## src/rhc_pkg.sv

```systemverilog
// Shared types and codes for the RGB/HSV converter.
// No dependencies; imported by every module of the block.
package rhc_pkg;

    // Lanes in the divider chain: hue/sat/- forward, p/q/t inverse
    localparam int NUM_LANES = 3;

    typedef enum logic {
        DIR_FWD = 1'b0,  // RGB to HSV
        DIR_INV = 1'b1   // HSV to RGB
    } dir_t;

    typedef enum logic [2:0] {
        SEC_RED     = 3'd0,
        SEC_YELLOW  = 3'd1,
        SEC_GREEN   = 3'd2,
        SEC_CYAN    = 3'd3,
        SEC_BLUE    = 3'd4,
        SEC_MAGENTA = 3'd5
    } sect_t;

endpackage

```

## src/rhc_prep.sv

```systemverilog
// Front end of the converter: three registered stages that turn a pixel into
// numerator/divisor pairs for the divider chain. Depends on rhc_pkg.
module rhc_prep
    import rhc_pkg::*;
#(
    parameter int B = 12
) (
    input  logic                aclk,
    input  logic                aresetn,
    input  logic                en,
    input  logic                in_valid,
    input  dir_t                in_dir,
    input  logic [B-1:0]        c0,
    input  logic [B-1:0]        c1,
    input  logic [B-1:0]        c2,
    output logic                out_valid,
    output logic [2*B+2:0]      num [NUM_LANES],
    output logic [B+2:0]        den [NUM_LANES],
    output logic [B+5:0]        side
);
    localparam int NW = 2 * B + 3;
    localparam int DW = B + 3;
    localparam logic [B-1:0]   M       = {B{1'b1}};
    localparam logic [B:0]     HUE_ONE = {1'b1, {B{1'b0}}};
    localparam logic [2*B-1:0] FULL    = {M, {B{1'b0}}};

    // stage a: min/max and hue numerator, or hue sector and fraction
    logic [B-1:0] hi, lo, span;
    logic         r_max, g_max;
    logic [B+2:0] span6, fnum;
    logic [B+2:0] h6;

    always_comb begin
        hi = c0;
        lo = c0;
        if (c1 > hi) hi = c1;
        if (c2 > hi) hi = c2;
        if (c1 < lo) lo = c1;
        if (c2 < lo) lo = c2;
        span  = hi - lo;
        r_max = (hi == c0);
        g_max = !r_max && (hi == c1);
        span6 = ((B+3)'(span) << 2) + ((B+3)'(span) << 1);
        if (r_max) begin
            fnum = (c1 >= c2) ? (B+3)'(c1 - c2) : span6 - (B+3)'(c2 - c1);
        end else if (g_max) begin
            fnum = ((B+3)'(span) << 1) + (B+3)'(c2) - (B+3)'(c0);
        end else begin
            fnum = ((B+3)'(span) << 2) + (B+3)'(c0) - (B+3)'(c1);
        end
        h6 = ((B+3)'(c0) << 2) + ((B+3)'(c0) << 1);
    end

    logic         a_v_reg;
    dir_t         a_dir_reg;
    logic [B-1:0] a_hi_reg, a_span_reg, a_f_reg, a_s_reg, a_val_reg;
    logic [B+2:0] a_fnum_reg;
    logic [2:0]   a_sect_reg;

    always_ff @(posedge aclk) begin
        if (!aresetn) begin
            a_v_reg <= 1'b0;
        end else if (en) begin
            a_v_reg <= in_valid;
        end
        if (en) begin
            a_dir_reg  <= in_dir;
            a_hi_reg   <= hi;
            a_span_reg <= span;
            a_fnum_reg <= fnum;
            a_sect_reg <= h6[B+2:B];
            a_f_reg    <= h6[B-1:0];
            a_s_reg    <= c1;
            a_val_reg  <= c2;
        end
    end

    // stage b: forward operands finished; inverse s*f products
    logic         b_v_reg;
    dir_t         b_dir_reg;
    logic [2:0]   b_sect_reg;
    logic [B-1:0] b_val_reg, b_ms_reg;
    logic         b_zspan_reg, b_zmax_reg;
    logic [NW-1:0] b_n0_reg, b_n1_reg;
    logic [DW-1:0] b_d0_reg, b_d1_reg;
    logic [2*B-1:0] b_sf_reg;
    logic [2*B:0]   b_st_reg;

    always_ff @(posedge aclk) begin
        if (!aresetn) begin
            b_v_reg <= 1'b0;
        end else if (en) begin
            b_v_reg <= a_v_reg;
        end
        if (en) begin
            b_dir_reg   <= a_dir_reg;
            b_sect_reg  <= a_sect_reg;
            b_val_reg   <= (a_dir_reg == DIR_FWD) ? a_hi_reg : a_val_reg;
            b_zspan_reg <= (a_span_reg == '0);
            b_zmax_reg  <= (a_hi_reg == '0);
            b_n0_reg    <= NW'(a_fnum_reg) << B;
            b_d0_reg    <= (DW'(a_span_reg) << 2) + (DW'(a_span_reg) << 1);
            b_n1_reg    <= (NW'(a_span_reg) << B) - NW'(a_span_reg);
            b_d1_reg    <= DW'(a_hi_reg);
            b_ms_reg    <= M - a_s_reg;
            b_sf_reg    <= (2*B)'(a_s_reg) * (2*B)'(a_f_reg);
            b_st_reg    <= (2*B+1)'(a_s_reg) * (2*B+1)'(HUE_ONE - (B+1)'(a_f_reg));
        end
    end

    // stage c: v times the inverse terms, then the divide by M = 2^B-1 done as
    // (x + (x >> B) + 1) >> B, exact for x up to M*M; the inverse lanes then
    // carry p/q/t through the divider cells with a unit divisor
    logic [2*B-1:0] np;
    logic [3*B-1:0] nq, nt;
    logic [2*B-1:0] q_fac, t_fac;
    logic [2*B-1:0] p_sum, q_sum, t_sum;

    always_comb begin
        q_fac = FULL - b_sf_reg;
        t_fac = (2*B)'((2*B+1)'(FULL) - b_st_reg);
        np = (2*B)'(b_val_reg) * (2*B)'(b_ms_reg);
        nq = ((3*B)'(b_val_reg) * (3*B)'(q_fac)) >> B;
        nt = ((3*B)'(b_val_reg) * (3*B)'(t_fac)) >> B;
        p_sum = np + (np >> B) + (2*B)'(1);
        q_sum = nq[2*B-1:0] + (nq[2*B-1:0] >> B) + (2*B)'(1);
        t_sum = nt[2*B-1:0] + (nt[2*B-1:0] >> B) + (2*B)'(1);
    end

    logic c_v_reg;

    always_ff @(posedge aclk) begin
        if (!aresetn) begin
            c_v_reg <= 1'b0;
        end else if (en) begin
            c_v_reg <= b_v_reg;
        end
        if (en) begin
            side <= {b_dir_reg, b_sect_reg, b_zspan_reg, b_zmax_reg, b_val_reg};
            if (b_dir_reg == DIR_FWD) begin
                num[0] <= b_n0_reg;
                den[0] <= b_d0_reg;
                num[1] <= b_n1_reg;
                den[1] <= b_d1_reg;
                num[2] <= '0;
                den[2] <= DW'(1);
            end else begin
                num[0] <= NW'(p_sum[2*B-1:B]);
                num[1] <= NW'(q_sum[2*B-1:B]);
                num[2] <= NW'(t_sum[2*B-1:B]);
                den[0] <= DW'(1);
                den[1] <= DW'(1);
                den[2] <= DW'(1);
            end
        end
    end

    assign out_valid = c_v_reg;

endmodule

```

## config.mk

```make
export PLATFORM = sky130hd
export DESIGN_NAME = rhc_prep
export DESIGN_NICKNAME = d
export VERILOG_FILES = /design/src/rhc_pkg.sv /design/src/rhc_prep.sv
export SDC_FILE = /design/constraint.sdc
export NUM_CORES = 2
export LEC_CHECK = 0
export ABC_AREA = 1
export BUFFER_PORTS_ARGS = -buffer_cell sky130_fd_sc_hd__clkbuf_2
export CAP_MARGIN = 20
export CORE_AREA = 4 4 300 302
export CTS_BUF_LIST = sky130_fd_sc_hd__clkbuf_4 sky130_fd_sc_hd__clkbuf_8
export CTS_CLUSTER_DIAMETER = 50
export DETAILED_ROUTE_END_ITERATION = 16
export DIE_AREA = 0 0 304 306
export PLACE_DENSITY = 0.8
export SLEW_MARGIN = 30
export SYNTH_ARGS = -nofsm -noshare
export SYNTH_HDL_FRONTEND = slang
export SYNTH_SLANG_ARGS = --single-unit
```

## constraint.sdc

```tcl
create_clock -name aclk -period 8.9 [get_ports aclk]
set_input_delay 1.78 -clock aclk [delete_from_list [all_inputs] [get_ports aclk]]
set_output_delay 1.78 -clock aclk [all_outputs]
set_load 0.05 [all_outputs]
```

Yosys cells after proc, flatten, opt, wreduce, memory -nomap -nowiden
Index checks and enable logic that the tools add are counted. Widths: inputs -> output; s select.

Add/subtract/negate cells: 22. Multipliers: 5. Div/mod/pow operators: 0. Order comparisons: 5. Equality and inequality tests: 2. Shift-type cells: 0. Mux-type cells: 9. Bitwise operators: 0. Reductions and logical operators: 4.

Operators by type and width (number): $add 24x1->24 const B (3); $add 24x12->24 (3); $mul 12x24->36 (2); $mux 12 (5); $mul 12x12->24 (2); $sub 24x24->24 const A (2); $add 14x13->15 (3); $mux 15 (3); $mux 39 (1); $sub 12x12->13 (2); $sub 24x12->25 (1); $eq 12x12->1 (2); $gt 12x12->1 (2); $logic_not 12->1 (2); $lt 12x12->1 (2); $mul 13x14->24 (1); $add 14x12->15 (1); $sub 14x12->15 (1); $sub 15x12->15 (1); $sub 15x15->15 (1); $add 13x12->14 (1); $sub 13x12->14 const A (1); $ge 12x12->1 (1); $sub 12x12->12 (1); 3 further kinds (3).

Register bits after elaboration: 366. Bits in latches: 0. Memory bits (writable): 0. Bits in read-only memories: 0. Input bits: 41. Output and inout port bits: 145. Logic and storage cells: 80. Memories kept: 0.

Depth between registers and ports, before layout
Word-level depth: 9. Mapped depth: 52. Depth with buffers taken out: 51.

Worst setup path after synthesis
No wires, ideal clock.

Kind: in2reg. Start point: input c0[9]. End point: register a_fnum_reg[14], data pin. Library setup time: 0.255 ns. Data arrival time: 8.044 ns. Required time: 8.645 ns. Slack: 0.601 ns. Stages on the path: 42. Path buffers: 2. Cell sequence: inv_1 ha_1 nand2_1 inv_1 nand2_2 nor2_2 nand2_2 nand3_4 clkbuf_1 nand2_1 o21ai_0 ha_1 a21oi_1 nor2_1 a211oi_1 o221a_2 nand2_1 buf_1 [... 6 more ...] o21bai_1 a21oi_1 o21ai_0 nand2_1 nand2_1 a21oi_1 xnor2_1 inv_1 fa_1 inv_1 ha_1 nand2_1 inv_1 a221oi_1 o21ai_0 xor2_1 a21oi_1 nor2_1.

Cells in the longest elaborated chain, start to end: 9. Elaborated cells on any way between the ends: 22. Those cells by class: 7 x add/sub; 4 x order compare; 2 x eq/ne; 7 x mux; 2 x reduce/logical.

Ends and longest elaborated chain: start, declared (line rhc_prep.sv:13) `input logic [B-1:0] c0,`; $gt 12x12->1 / $lt 12x12->1 (equally long branches) (line rhc_prep.sv:36, rhc_prep.sv:38); $mux 12, on equally long branches (line rhc_prep.sv:36, rhc_prep.sv:38); $gt 12x12->1 / $lt 12x12->1 (equally long branches) (line rhc_prep.sv:37, rhc_prep.sv:39); $mux 12, on equally long branches (line rhc_prep.sv:37, rhc_prep.sv:39); $sub 12x12->12 (*) (line rhc_prep.sv:40) `span = hi - lo;`; named net span[10] (line rhc_prep.sv:28) `logic [B-1:0] hi, lo, span;`; $add 14x12->15, or another cell as far along (line rhc_prep.sv:49) `fnum = ((B+3)'(span) << 2) + (B+3)'(c0) - (B+3)'(c1);`; $sub 15x12->15, or another cell as far along (line rhc_prep.sv:49); $mux 15, on equally long branches (line rhc_prep.sv:46, rhc_prep.sv:45); $mux 15 (*) (line rhc_prep.sv:44) `if (r_max) begin`; named net fnum[14] (line rhc_prep.sv:30) `logic [B+2:0] span6, fnum;`; end signal, assigned (line rhc_prep.sv:70) `a_fnum_reg <= fnum;`; end, declared (line rhc_prep.sv:57) `logic [B+2:0] a_fnum_reg;`.

The timed path passes the listed nets; every way through them passes the cells marked *. A chain may end at the register's enable or synchronous reset.

Worst setup path in the final report
Start point: input c0[11]. End point: register a_fnum_reg[14], data pin.

Cells in the longest elaborated chain, start to end: 9. Elaborated cells on any way between the ends: 22. Those cells by class: 7 x add/sub; 4 x order compare; 2 x eq/ne; 7 x mux; 2 x reduce/logical.

Ends and longest elaborated chain: $gt 12x12->1 (line rhc_prep.sv:36) `if (c1 > hi) hi = c1;`; $mux 12 (*) (line rhc_prep.sv:36); $gt 12x12->1 (line rhc_prep.sv:37) `if (c2 > hi) hi = c2;`; $mux 12 (*) (line rhc_prep.sv:37); named net hi[2] (line rhc_prep.sv:28); $sub 12x12->12 (*) (line rhc_prep.sv:40); named net span[5] (line rhc_prep.sv:28); $add 14x12->15, or another cell as far along (line rhc_prep.sv:49); $sub 15x12->15, or another cell as far along (line rhc_prep.sv:49); $mux 15, on equally long branches (line rhc_prep.sv:46, rhc_prep.sv:45); $mux 15 (*) (line rhc_prep.sv:44); named net fnum[14] (line rhc_prep.sv:30).

Marked as above.

==> run metrics <==
run status finished clean; cell taking the most area after synthesis fa_1; Worst Hold Class flip-flop to flip-flop; TritonCTS Buffers 58; Synth Area in XOR/XNOR 0.03462; grt ovf 0; Final nets 7,870; critical-path maximum fanout 25; Crit Path Category input port to flip-flop; vias in the first global route 45.13k; core footprint 0.08769 mm^2; total number of vias 42.84k; Layout area overhead 9.177%; most area-consuming cells after synthesis fa_1 29%, edfxtp_1 19%, ha_1 13%, nand2_1 10%, inv_1 10%; Worst setup SP type input port; pin count of the biggest net entering global routing 140; Mapped Cells 6,310; Post-synth EDFFs 326; relative slew slack 0.3638; routed wire length 146,700 um; max reg flops 64; Post-DP HPWL 119,000 um; gr usage total 0.3174; TritonRoute pass-1 iters 6; fraction of synthesized area in multiplexers 0; initial drt markers 3,192; final hold violations 0; Die Area 0.09302 mm^2; Max Fclk 0.1179 GHz; synth cell count leaders 1,452 x nand2_1, 1,445 x inv_1, 747 x fa_1; most frequent cell after synthesis nand2_1; Clock H-tree levels 2; post-DR wirelength/cell 18.90 um; placed cell area 0.05462 mm^2; Post-Syn Area 0.05200 mm^2; Die X 304 um; Worst path slowest cell fa_1; Syn. warnings 0; CTS tree done; clk slew on worst S/H paths 0.06 ns; setup TNS 0 ns; Period minus WS final 8.482 ns; Main synth FF type edfxtp_1; Synth Area in Compound Gates 0.06311; Site Rows 109; Avg Inst Size Synth 8.241 um^2; Least-Margin Pin Slew 0.9533 ns; root buf cell clkbuf_8; DRC errors left 0; max-cap violations 0; simple-gate share of the synthesized area 0.1738; Crit. End Element flip-flop; FF+latch count, synth 329; worst path arrival time 8.92 ns; Design Area, Final 0.05677 mm^2; most used cell, CP nand2_1; required time of the critical path 9.34 ns; clk buf depth 3; Ports 186; first-pass GRT wire length 235,000 um; Port Buf Inserts 152; initial antenna violation count 1; max-slew violation count 0; post-synthesis sequential area ratio 0.1894; Final setup viols 0; share of cells above drive strength 1 0.09547; Unique masters post-synth 60; fin crit share 0.9530; CP delay by family, top simple AND/OR/NAND/NOR gates; Initial Util 0.5930; DRT antenna net count 0; clock latency at the later pin of the worst-skew pair 0.68 ns; Synth top area share 0.2876; largest family of logic cells by synthesized area adder cells; Adder-Cell Fraction of Synth Area 0.4146; vias per cell 5.517; Worst Path Buf+Inv 7; Final Skew 0.04594 ns; GPL Wtd Cong 1.002; ys async rst share 0; CTS Sinks 329; Worst path max stage delay 0.49 ns; Hold Slack 0.4142 ns; Die Y 306 um
area by class of cell:
| cell class | instances | area [um^2] |
|---|---|---|
| antenna | 1 | 2.502 |
| clock buffer | 70 | 888.4 |
| clock inverter | 35 | 354.1 |
| fill | 7351 | 30920 |
| inverter | 1482 | 5609 |
| multi-input combinational | 4339 | 36340 |
| sequential | 329 | 9849 |
| tap | 1165 | 1458 |
| timing repair buffer | 344 | 2272 |
layout by cell type (no fill, tap or decap), types with 18 or more instances in the layout:
master    count
nor3_1       32
clkinv_1     21
nand2_2      34
nand2_1    1426
or2_2        20
xnor2_1      58
edfxtp_1    326
a21o_1       21
nand3_1     138
inv_1      1441
a21oi_1     258
buf_4       187
nand4_1      40
clkbuf_8     58
clkbuf_2    151
o21ai_2      18
xor2_1      138
conb_1       34
ha_1        508
o21ai_0     155
inv_2        18
fa_1        745
nor2_1      493
kinds of logic after synthesis:
| logic type | Yosys count |
|---|---|
| adder cells (fa/ha/maj) | 1275 |
| AO/OA/AOI/OAI | 579 |
| buffers and inverters | 1674 |
| other | 2 |
| XOR/XNOR | 203 |
| flip-flops | 329 |
| AND/OR/NAND/NOR | 2248 |
timing repair:
action                                  CTS  global route
endpoints found under the setup margin    0            24
setup buffers                             0            35
gates resized for setup                   0           138
hold buffers                              0             0
metal layers:
metal  vias to the layer above  share of wire  global-route usage
met3                       558          0.070             0.04414
met4                         0          0.068              0.1781
met2                      1885           0.49              0.5563
met1                     20750           0.37              0.3785
li1                      19650              -                   -
met5                         -              0                   0
through the flow:
stage | std cells | setup WS (ns) | util
2_1_floorplan | 6342 | 0.6009 | -
3_3_place_gp | 7621 | -0.1203 | 0.6228
3_5_place_dp | 7621 | -0.1550 | 0.6228
4_1_cts | 7726 | 0.01141 | 0.6370
5_1_grt | 7765 | -0.09939 | 0.6474
6_report | 7765 | 0.4182 | 0.6474
final timing paths:
check / from / to / slack, ns / cells after the start
worst max-delay path: c0[11] / a_fnum_reg[14] / 0.42 / 44
worst min register to register: a_fnum_reg[2] / b_n0_reg[14] / 0.41 / 0
worst min-delay path: a_fnum_reg[2] / b_n0_reg[14] / 0.41 / 0
worst max register to register: b_sf_reg[2] / num[30] / 0.44 / 48
Power is left out: the tool's default activity adds up to more than one toggle a clock period on the data nets, which glitch-free logic cannot reach.
