===== src/rhc_pkg.sv =====
// Shared types and codes for the RGB/HSV converter.
// No dependencies; imported by every module of the block.
package rhc_pkg;

    // Lanes in the divider chain: hue/sat/- forward, p/q/t inverse
    localparam int NUM_LANES = 3;

    typedef enum logic {
        DIR_FWD = 1'b0,  // RGB to HSV
        DIR_INV = 1'b1   // HSV to RGB
    } dir_t;

    typedef enum logic [2:0] {
        SEC_RED     = 3'd0,
        SEC_YELLOW  = 3'd1,
        SEC_GREEN   = 3'd2,
        SEC_CYAN    = 3'd3,
        SEC_BLUE    = 3'd4,
        SEC_MAGENTA = 3'd5
    } sect_t;

endpackage


===== src/rhc_div_cell.sv =====
// One cell of the restoring divider chain: settles quotient bit SHIFT in
// every lane and hands remainder, divisor and sideband on. Depends on rhc_pkg.
module rhc_div_cell
    import rhc_pkg::*;
#(
    parameter int B     = 12,
    parameter int SHIFT = 0,
    parameter int SW    = 18
) (
    input  logic           aclk,
    input  logic           aresetn,
    input  logic           en,
    input  logic           valid_in,
    input  logic [2*B+2:0] rem_in  [NUM_LANES],
    input  logic [B+2:0]   den_in  [NUM_LANES],
    input  logic [B-1:0]   quot_in [NUM_LANES],
    input  logic [SW-1:0]  side_in,
    output logic           valid_out,
    output logic [2*B+2:0] rem_out  [NUM_LANES],
    output logic [B+2:0]   den_out  [NUM_LANES],
    output logic [B-1:0]   quot_out [NUM_LANES],
    output logic [SW-1:0]  side_out
);
    localparam int NW = 2 * B + 3;

    logic [NW-1:0] dsh     [NUM_LANES];
    logic [NW-1:0] rem_nxt [NUM_LANES];
    logic [B-1:0]  q_nxt   [NUM_LANES];

    always_comb begin
        for (int l = 0; l < NUM_LANES; l++) begin
            dsh[l] = NW'(den_in[l]) << SHIFT;
            if (rem_in[l] >= dsh[l]) begin
                rem_nxt[l] = rem_in[l] - dsh[l];
                q_nxt[l]   = quot_in[l] | (B'(1) << SHIFT);
            end else begin
                rem_nxt[l] = rem_in[l];
                q_nxt[l]   = quot_in[l];
            end
        end
    end

    logic valid_reg;

    always_ff @(posedge aclk) begin
        if (!aresetn) begin
            valid_reg <= 1'b0;
        end else if (en) begin
            valid_reg <= valid_in;
        end
        if (en) begin
            rem_out  <= rem_nxt;
            den_out  <= den_in;
            quot_out <= q_nxt;
            side_out <= side_in;
        end
    end

    assign valid_out = valid_reg;

endmodule


===== config.mk =====
export PLATFORM = sky130hd
export DESIGN_NAME = rhc_div_cell
export DESIGN_NICKNAME = d
export VERILOG_FILES = /design/src/rhc_pkg.sv /design/src/rhc_div_cell.sv
export SDC_FILE = /design/constraint.sdc
export NUM_CORES = 1
export LEC_CHECK = 0
export ABC_AREA = 0
export BUFFER_PORTS_ARGS = -buffer_cell sky130_fd_sc_hd__buf_2
export CORE_ASPECT_RATIO = 0.9
export CORE_MARGIN = 2
export CORE_UTILIZATION = 35
export CTS_CLUSTER_SIZE = 20
export DETAILED_ROUTE_END_ITERATION = 12
export PLACE_DENSITY_LB_ADDON = 0.1
export SYNTH_ARGS = -nofsm -noshare
export SYNTH_HDL_FRONTEND = slang
export SYNTH_SLANG_ARGS = --single-unit

===== constraint.sdc =====
create_clock -name aclk -period 3.5 [get_ports aclk]
set_input_delay 0.35 -clock aclk [delete_from_list [all_inputs] [get_ports aclk]]
set_output_delay 0.35 -clock aclk [all_outputs]
set_load 0.01 [all_outputs]

## Yosys cells after proc, flatten, opt, wreduce, memory -nomap -nowiden

Cells that the tools add are included.

- Register bits: 181
- Input port bits: 184
- Output and inout port bits: 181

- $lt $le $gt $ge: 3
- Multiplexer cells: 3
- Add/sub/neg operators: 3

Operators with widths:

| operator | count |
|---|---|
| >= comparator 27 x 15 -> 1 bit | 3 |
| 2-to-1 mux 27 bit | 3 |
| subtractor 27 x 15 -> 27 bit | 3 |

## Logic depth before layout (Yosys ltp)

Gate-level depths: netlist of run 1.

- Depth in word-level cells: 2
- Mapped depth: 12

## Worst setup path after synthesis of run 1

OpenSTA, ideal clock, no wires.

- Path kind: input -> register
- Start point: in rem_in[54] in the netlist's numbering
- End point: reg rem_out[78] in the netlist's numbering, data pin
- Arrival: 2753 ps
- Library setup time: 258 ps
- Setup slack: 489 ps
- Stages: 11
- Buffers on the path: 0
- Path through: inv_1 > ha_1 > inv_1 > fa_1 > a211o_1 > a211oi_1 > o21ai_0 > a211o_1 > a221oi_1 > nand4b_1 > xnor2_1

RTL lines:

| what | RTL line | RTL |
|---|---|---|
| start, declared | rhc_div_cell.sv:14 | `input logic [2*B+2:0] rem_in [NUM_LANES],` |
| end signal, assigned | rhc_div_cell.sv:52 | `rem_out <= rem_nxt;` |
| end, declared | rhc_div_cell.sv:19 | `output logic [2*B+2:0] rem_out [NUM_LANES],` |

==> flow_summary.json, run 1 <==
{
  "max_freq_mhz": 353,
  "holdPathStages": 1,
  "clkLatencyLatePin_ps": 440,
  "cp_slowest_cell": "fa_1",
  "io_pins": 365,
  "fillers": 2452,
  "wl_um": 24700,
  "synth_common_cells": "edfxtp_1 (180), nand2_1 (72), o21ai_0 (57)",
  "synth_most_common_cell": "edfxtp_1",
  "outcome": "finished, final reports clean",
  "synth_cell_type_count": 60,
  "ys.flop_type": "edfxtp_1",
  "met2_usage": 0.298,
  "rr_worst_depth": 2,
  "cts_buffers": 17,
  "cpPeakStageDelay_ps": 420,
  "synth_area_leaders": "edfxtp_1 (59%), ha_1 (6.2%), xnor2_1 (3.4%), xor2_1 (3.4%), o21ai_0 (3.1%)",
  "place_ws_ps": 241,
  "r2r_start": "valid_out",
  "port_buffers": 364,
  "ir_worst_vdd_uv": 250,
  "grt_setup_unrepaired": "no",
  "tightest_slew_ps": 719,
  "synth_nets": 981,
  "hold_buffers": 0,
  "dieArea_sq_um": 27400,
  "rows": 56,
  "seqCellArea_sq_um": 5430,
  "power_density_nw_per_um2": 479,
  "clock_sinks": 181,
  "cp_max_fo": 5,
  "hpwl_um": 19400,
  "syn_to_final_growth_pct": 32.5,
  "setup_tns_ps": 0,
  "gr-total-overflow": 0,
  "track_usage": 0.176,
  "drt_iter0_drc": 352,
  "rrSetupSlack_ps": 2900,
  "worstHoldStart": "quot_in[34]",
  "ant_nets": 0,
  "grt_pass1_vias": 6943,
  "clkSlewWorstSetupHoldPaths_ps": 90,
  "arrival_ps": 3030,
  "worstPathCellList": "buf_2 > inv_1 > ha_1 > inv_1 > fa_1 > a211o_1 > a211oi_1 > o21ai_0 > a211o_1 > a221oi_1 > buf_4 > nand4b_1 > xnor2_1",
  "gr-max-usage-layer": "met2",
  "slew_viol_final": 0,
  "cts-htree-levels": 4,
  "fp.dieH_um": 157,
  "use_met1": 0.218,
  "crit_required_ps": 3690,
  "path_delay_family": "compound AO/OA/AOI/OAI gates",
  "cap_violations": 0,
  "period_needed_ps": 2840,
  "dpl-instance-area_sq_um": 11500,
  "skew_ps": 0,
  "critical_path.n_buffers_inverters": 4,
  "fin_nets": 1364,
  "grt_max_degree": 75,
  "p_total_uw": 5800,
  "ys_seq_elements": 181,
  "vias": 7044,
  "cts_max_path_buffers": 2,
  "post_cts_buffers": 0,
  "fin_ws_ps": 665,
  "ys_async_sr_fraction": 0,
  "syn_avg_cell_area_sq_um": 12.2,
  "drive_above_1_share": 0.378,
  "whs_endpoint": "quot_out[34]",
  "finalSetupViolCount": 0,
  "critical_path_class": "primary input to register",
  "syn_area_sq_um": 9150,
  "grt_util_met3": 0.0510,
  "multiInputGateArea_sq_um": 3420,
  "synth-seq-area-share": 0.593,
  "finalCritPeriodShare": 0.810,
  "r2r-end": "valid_out",
  "p_leak_uw": 0.00523,
  "path_depth": 13,
  "synth_top_area_share": 0.591,
  "wl_per_cell_um": 16.5,
  "synthCells": 749,
  "relSlewSlack": 0.520,
  "routabilityCongestion": 0.801,
  "antenna_found_initial": 3,
  "remaining_drc_errors": 0,
  "start_util": 0.354,
  "stdcell_area_sq_um": 12100,
  "yosys_warnings": 0,
  "hold_class": "primary input to register",
  "grt_pass1_wl_um": 37300,
  "critPathCaptureType": "register",
  "synth_top_area_cell": "edfxtp_1",
  "ctsResizeCount": 0,
  "fp.dieW_um": 174,
  "cts_tree": "done",
  "finalHoldViolCount": 0,
  "via_per_inst": 4.71,
  "core_area_sq_um": 25900,
  "cts_root_buf": "clkbuf_16",
  "drtPass1Iterations": 5,
  "synth_edf_count": 180,
  "startpoint_type": "primary input"
}
==> per-stage QoR <==
step / hold slack (ps) / std cells / utilization
2_1_floorplan: 449 / 749 / -
3_3_place_gp: 502 / 1461 / 0.444
3_5_place_dp: 511 / 1461 / 0.444
4_1_cts: 56.6 / 1493 / 0.468
5_1_grt: 51.4 / 1494 / 0.468
6_report: 78.2 / 1495 / 0.469
==> flip-flops by register name, summed over array words and instances, names as in the netlist <==
register   cells
valid_out      1
rem_out       81
side_out      18
quot_out      36
den_out       45
==> worst max path at each step <==
stage	slack [ps]	end	startpoint
global route	510	rem_out[16]	rem_in[0]
finish	660	rem_out[78]	rem_in[54]
detailed placement	240	rem_out[78]	rem_in[54]
CTS	700	rem_out[78]	rem_in[54]
floorplan	490	rem_out[78]	rem_in[54]
global placement	300	rem_out[78]	rem_in[54]
==> power by group <==
group / internal, uW / leakage (uW) / switching (uW)
sequential: 2650 / 0.00177 / 48.2
combinational: 466 / 0.00316 / 626
clock: 995 / 0.000305 / 1020
==> final cells by class <==
| type | instances | area share |
|---|---|---|
| antenna | 2 | 0.000413 |
| clock buffer | 17 | 0.0351 |
| clock inverter | 15 | 0.0175 |
| inverter | 54 | 0.0167 |
| multi-input combinational | 494 | 0.282 |
| sequential | 181 | 0.448 |
| tap | 348 | 0.0359 |
| timing repair buffer | 384 | 0.164 |
==> layer usage <==
metal,part of all wire,up-vias
li1,-,3553
met4,0.016,4
met1,0.43,3216
met5,0.00089,-
met3,0.071,27
met2,0.48,244
==> worst register-to-register path, cell delays in order (launching register included) <==
cell and delay, ps:
dfxtp_1 310, mux2i_1 120, nor2b_1 60
==> cell families (layout without fill, tap and decap cells) <==
logic type,count (synthesis),after routing,share of synthesized area
AO/OA/AOI/OAI,170,170,0.117
XOR/XNOR,71,71,0.0680
adder cells (fa/ha/maj),48,48,0.0681
buffers and inverters,74,470,0.0334
flip-flops,181,181,0.593
multiplexers,8,8,0.00958
other,0,2,0
AND/OR/NAND/NOR,197,197,0.110
==> cells in the final DEF, fill, tap and decap left out, drive strengths merged, types with 5 or more instances in the layout <==
cell type	Yosys	final
a21o	23	23
a21oi	32	32
a31oi	8	8
and2	7	7
buf	8	384
clkbuf	12	17
clkinv	0	8
edfxtp	180	180
ha	45	45
inv	54	61
mux2	6	6
nand2	72	72
nand2b	10	10
nand3	9	9
nand4	11	11
nor2	23	23
nor2b	6	6
nor3	16	16
nor4	12	12
o21a	8	8
o21ai	59	59
o21bai	5	5
xnor2	36	36
xor2	35	35
Note: power is estimated with default switching activity, not from simulation.
==> inputs of run 2 (changes only) <==
clock period = 2.36 ns   (was 3.5 ns; I/O delays follow)
==> flow_summary.json, run 2 (synthesized netlist as in run 1, its figures left out) <==
{
  "port_buffers": 364,
  "reg.largest.list": "rem_out x81, den_out x45, quot_out x36",
  "largest-register": "rem_out",
  "place_ws_ps": -502,
  "start_util": 0.354,
  "drtPass1Iterations": 5,
  "track_usage": 0.191,
  "grt_pass1_wl_um": 41100,
  "rr_worst_depth": 2,
  "cts_tree": "done",
  "r2r-end": "valid_out",
  "clkLatencyLatePin_ps": 430,
  "ant_nets": 0,
  "rows": 56,
  "critPathCaptureType": "register",
  "period_needed_ps": 2340,
  "grt_setup_unrepaired": "yes",
  "stdcell_area_sq_um": 14200,
  "slew_viol_final": 0,
  "final_common_cell": "buf_2",
  "cts_max_path_buffers": 2,
  "path_delay_family": "compound AO/OA/AOI/OAI gates",
  "grt_pass1_vias": 7882,
  "whs_endpoint": "den_out[11]",
  "holdPathStages": 1,
  "ir_worst_vdd_uv": 370,
  "fillers": 2301,
  "syn_to_final_growth_pct": 55.7,
  "max_freq_mhz": 427,
  "hold_class": "primary input to register",
  "fp.dieH_um": 157,
  "dpl-instance-area_sq_um": 12600,
  "largest_reg_flops": 81,
  "core_area_sq_um": 25900,
  "startpoint_type": "primary input",
  "cp_slowest_cell": "fa_2",
  "wl_um": 26800,
  "cpMostUsedCell": "a211o_1",
  "p_total_uw": 9090,
  "cts-htree-levels": 4,
  "cap_violations": 0,
  "drive_above_1_share": 0.437,
  "clock_sinks": 181,
  "cts_root_buf": "clkbuf_16",
  "remaining_drc_errors": 0,
  "arrival_ps": 2530,
  "clkSlewWorstSetupHoldPaths_ps": 80,
  "dieArea_sq_um": 27400,
  "fp.dieW_um": 174,
  "mostFrequentLayoutCells": "buf_2 (362), edfxtp_1 (180), buf_4 (141)",
  "rrSetupSlack_ps": 1760,
  "relSlewSlack": 0.695,
  "critical_path.n_buffers_inverters": 4,
  "wl_per_cell_um": 15.7,
  "grt_max_degree": 52,
  "io_pins": 365,
  "fin_nets": 1578,
  "skew_ps": 0,
  "power_density_nw_per_um2": 638,
  "antenna_found_initial": 3,
  "routabilityCongestion": 0.828,
  "p_leak_uw": 0.00628,
  "worstHoldStart": "den_in[11]",
  "finalCritPeriodShare": 0.992,
  "fin_ws_ps": 18.1,
  "tightest_slew_ps": 452,
  "cpPeakStageDelay_ps": 390,
  "critical_path_class": "primary input to register",
  "finalSetupViolCount": 0,
  "finalHoldViolCount": 0,
  "hpwl_um": 20700,
  "gr-total-overflow": 0,
  "worstPathCellList": "buf_8 > inv_12 > ha_4 > inv_2 > fa_2 > a211o_1 > a211oi_2 > o21ai_1 > a211o_1 > a221oi_2 > buf_4 > nand4b_1 > xnor2_1",
  "cts_buffers": 17,
  "cp_max_fo": 5,
  "r2r_start": "valid_out",
  "vias": 7854,
  "drt_iter0_drc": 411,
  "crit_required_ps": 2540,
  "outcome": "finished, final reports clean",
  "via_per_inst": 4.60
}
-- run 2: changes by cell type in the layout (fill, tap and decap cells not counted), sizes merged --
cell	before	now
buf	384	513
dlygate4sd3	0	85
-- run 2: area by class of cell --
type / count / area, sq um / area share
timing repair buffer: 598 / 3890 / 0.273
inverter: 54 / 215 / 0.0151
multi-input combinational: 494 / 3630 / 0.255
tap: 348 / 435 / 0.0306
clock buffer: 17 / 425 / 0.0299
clock inverter: 15 / 216 / 0.0152
sequential: 181 / 5430 / 0.381
antenna: 2 / 5.00 / 0.000351
-- run 2: worst max path at each step --
stage                    start           to  slack, ps  cells past startpoint
floorplan           rem_in[16]  rem_out[10]       -260                      7
global placement    rem_in[54]  rem_out[78]       -450                     13
detailed placement  rem_in[54]  rem_out[78]       -500                     13
CTS                 rem_in[54]  rem_out[78]        0.1                     13
global route        rem_in[54]  rem_out[78]       -100                     13
finish              rem_in[54]  rem_out[78]         20                     13
-- run 2: where the power goes --
part           leakage [uW]  total (uW)  switching (uW)  internal [uW]
registers           0.00177        4000            73.6           3920
logic               0.00421        2050            1040           1000
clock network      0.000306        3040            1560           1490
total               0.00628        9090            2670           6410
-- run 2: per-stage QoR --
step,utilization,hold WS (ps),TNS [ps],instances
after floorplan,-,335,-4340,749
after global placement,0.486,413,-17920,1585
after detailed placement,0.486,414,-19430,1585
after CTS,0.544,5.03,0,1703
after global routing,0.551,8.47,-334,1709
final,0.551,20.5,0,1709
-- run 2: per-layer routing --
metal,track usage,routed length [um],vias up
met5,0,13,-
met4,0.0512,435,2
met3,0.0488,1780,27
met2,0.327,12900,246
met1,0.243,11700,3603
li1,-,-,3976
-- run 2: timing repair --
action	in CTS	in global routing
endpoints found under the setup margin	2	27
setup buffers	1	4
pin swaps	1	9
endpoints found under the hold margin	85	0
hold buffers	85	0
resized for setup	0	29
==> inputs of run 3 (changes only) <==
CTS_BUF_LIST = sky130_fd_sc_hd__clkbuf_4 sky130_fd_sc_hd__clkbuf_8   (was default)
==> flow_summary.json, run 3 (synthesized netlist as in run 1, its figures left out) <==
{
  "outcome": "finished, final reports clean",
  "startpoint_type": "primary input",
  "holdPathStages": 2,
  "mostFrequentLayoutCells": "buf_2 (362), edfxtp_1 (180), buf_4 (143)",
  "p_leak_uw": 0.00627,
  "place_inst": 1585,
  "cts_max_path_buffers": 2,
  "clkLatencyLatePin_ps": 470,
  "power_frac_comb": 0.247,
  "tightest_slew_ps": 497,
  "ir_worst_vdd_uv": 360,
  "io_pins": 365,
  "largest-register": "rem_out",
  "swShare": 0.307,
  "drt_iter0_drc": 368,
  "fp.dieW_um": 174,
  "crit_required_ps": 2580,
  "reg.largest.list": "rem_out x81, den_out x45, quot_out x36",
  "port_buffers": 364,
  "power_density_nw_per_um2": 586,
  "largest_reg_flops": 81,
  "final_common_cell": "buf_2",
  "antenna_found_initial": 3,
  "wl_um": 27000,
  "max_freq_mhz": 426,
  "drive_above_1_share": 0.442,
  "start_util": 0.354,
  "cap_violations": 0,
  "p_int_uw": 5800,
  "gr-total-overflow": 0,
  "clock_power_share": 0.276,
  "cts_buffers": 17,
  "wl_per_cell_um": 15.7,
  "slew_viol_final": 0,
  "grt_pass1_vias": 7873,
  "p_seq_frac": 0.477,
  "rr_worst_depth": 3,
  "whs_endpoint": "den_out[1]",
  "fin_nets": 1594,
  "via_per_inst": 4.62,
  "p_switching_uw": 2570,
  "r2r_start": "valid_out",
  "hpwl_um": 20700,
  "clock_sinks": 181,
  "ant_nets": 0,
  "hold_class": "primary input to register",
  "vias": 7968,
  "critPathCaptureType": "register",
  "rrSetupSlack_ps": 1190,
  "period_needed_ps": 2350,
  "cts_tree": "done",
  "drtPass1Iterations": 5,
  "cpMostUsedCell": "a211o_1",
  "worstHoldStart": "den_in[1]",
  "layoutNonFillerInstCount": 1725,
  "cts-htree-levels": 4,
  "worstPathCellList": "buf_8 > inv_12 > ha_4 > inv_2 > fa_2 > a211o_1 > a211oi_2 > o21ai_1 > a211o_1 > a221oi_2 > buf_4 > nand4b_1 > xnor2_1",
  "cp_slowest_cell": "a211o_1",
  "core_area_sq_um": 25900,
  "r2r-end": "valid_out",
  "track_usage": 0.191,
  "critical_path_class": "primary input to register",
  "relSlewSlack": 0.668,
  "fp.dieH_um": 157,
  "skew_ps": 0,
  "grt_max_degree": 52,
  "cp_max_fo": 5,
  "rows": 56,
  "finalCritPeriodShare": 0.995,
  "syn_to_final_growth_pct": 56.4,
  "final_util": 0.553,
  "remaining_drc_errors": 0,
  "dieArea_sq_um": 27400,
  "cts_root_buf": "clkbuf_8",
  "cpPeakStageDelay_ps": 350,
  "routabilityCongestion": 0.828,
  "finalHoldViolCount": 0,
  "clkSlewWorstSetupHoldPaths_ps": 120,
  "finalSetupViolCount": 0,
  "arrival_ps": 2570,
  "grt_pass1_wl_um": 41000,
  "grt_setup_unrepaired": "yes"
}
[run 3: how the worst max path moves through the flow]
stage | startpoint | to | slack (ps) | depth (start not counted)
after floorplan | rem_in[16] | rem_out[10] | -260 | 7
after global placement | rem_in[54] | rem_out[78] | -450 | 13
after detailed placement | rem_in[54] | rem_out[78] | -500 | 13
after CTS | den_in[26] | rem_out[50] | 9 | 11
after global routing | rem_in[54] | rem_out[78] | -80 | 13
final | rem_in[54] | rem_out[78] | 10 | 13
[run 3: routing by layer]
metal	vias to the layer above	part of all wire	track usage
li1	4009	-	-
met1	3669	0.44	0.242
met2	264	0.48	0.330
met3	24	0.070	0.0481
met4	2	0.013	0.0440
met5	-	0.00052	0
[run 3: worst max-delay path: cells and delay by family]
kind / cells / cell delay (ps)
compound gates: 5 / 1260
xor+xnor: 1 / 140
fa+ha+maj: 2 / 460
buf+inv: 4 / 350
simple gates: 1 / 110
[run 3: timing repair]
action	CTS	global route
setup buffers	0	8
setup endpoints to repair	0	40
hold buffers	97	0
hold endpoints to repair	96	0
gates resized for setup	0	45
[run 3: layout make-up]
cell class | instances | area, sq um
repair buffers | 614 | 4050
multi-input cells | 494 | 3710
well taps | 348 | 435
flip-flops and latches | 181 | 5430
diodes | 2 | 5.00
clock inverters | 15 | 216
inverters | 54 | 215
clock buffers | 17 | 234
fillers | 2297 | 11600
[run 3: metrics by stage]
step / area (sq um) / setup TNS [ps] / total power (uW) / setup WS [ps] / hold slack (ps)
global route: 14300 / -222 / 8790 / -77.9 / 10.3
detailed placement: 12600 / -19430 / 5960 / -502 / 414
CTS: 14000 / 0 / 8450 / 8.95 / 4.19
floorplan: 9260 / -4340 / 4950 / -256 / 335
global placement: 12600 / -17920 / 5950 / -448 / 413
finish: 14300 / 0 / 8370 / 12.5 / 48.0
[run 3: power groups by stage]
stage          clock, uW  combinational (uW)  sequential [uW]
6_report            2310                2070             4000
5_1_grt             2490                2270             4030
3_5_place_dp           0                1890             4070
3_3_place_gp           0                1880             4070
2_1_floorplan          0                 687             4270
4_1_cts             2420                2030             4000
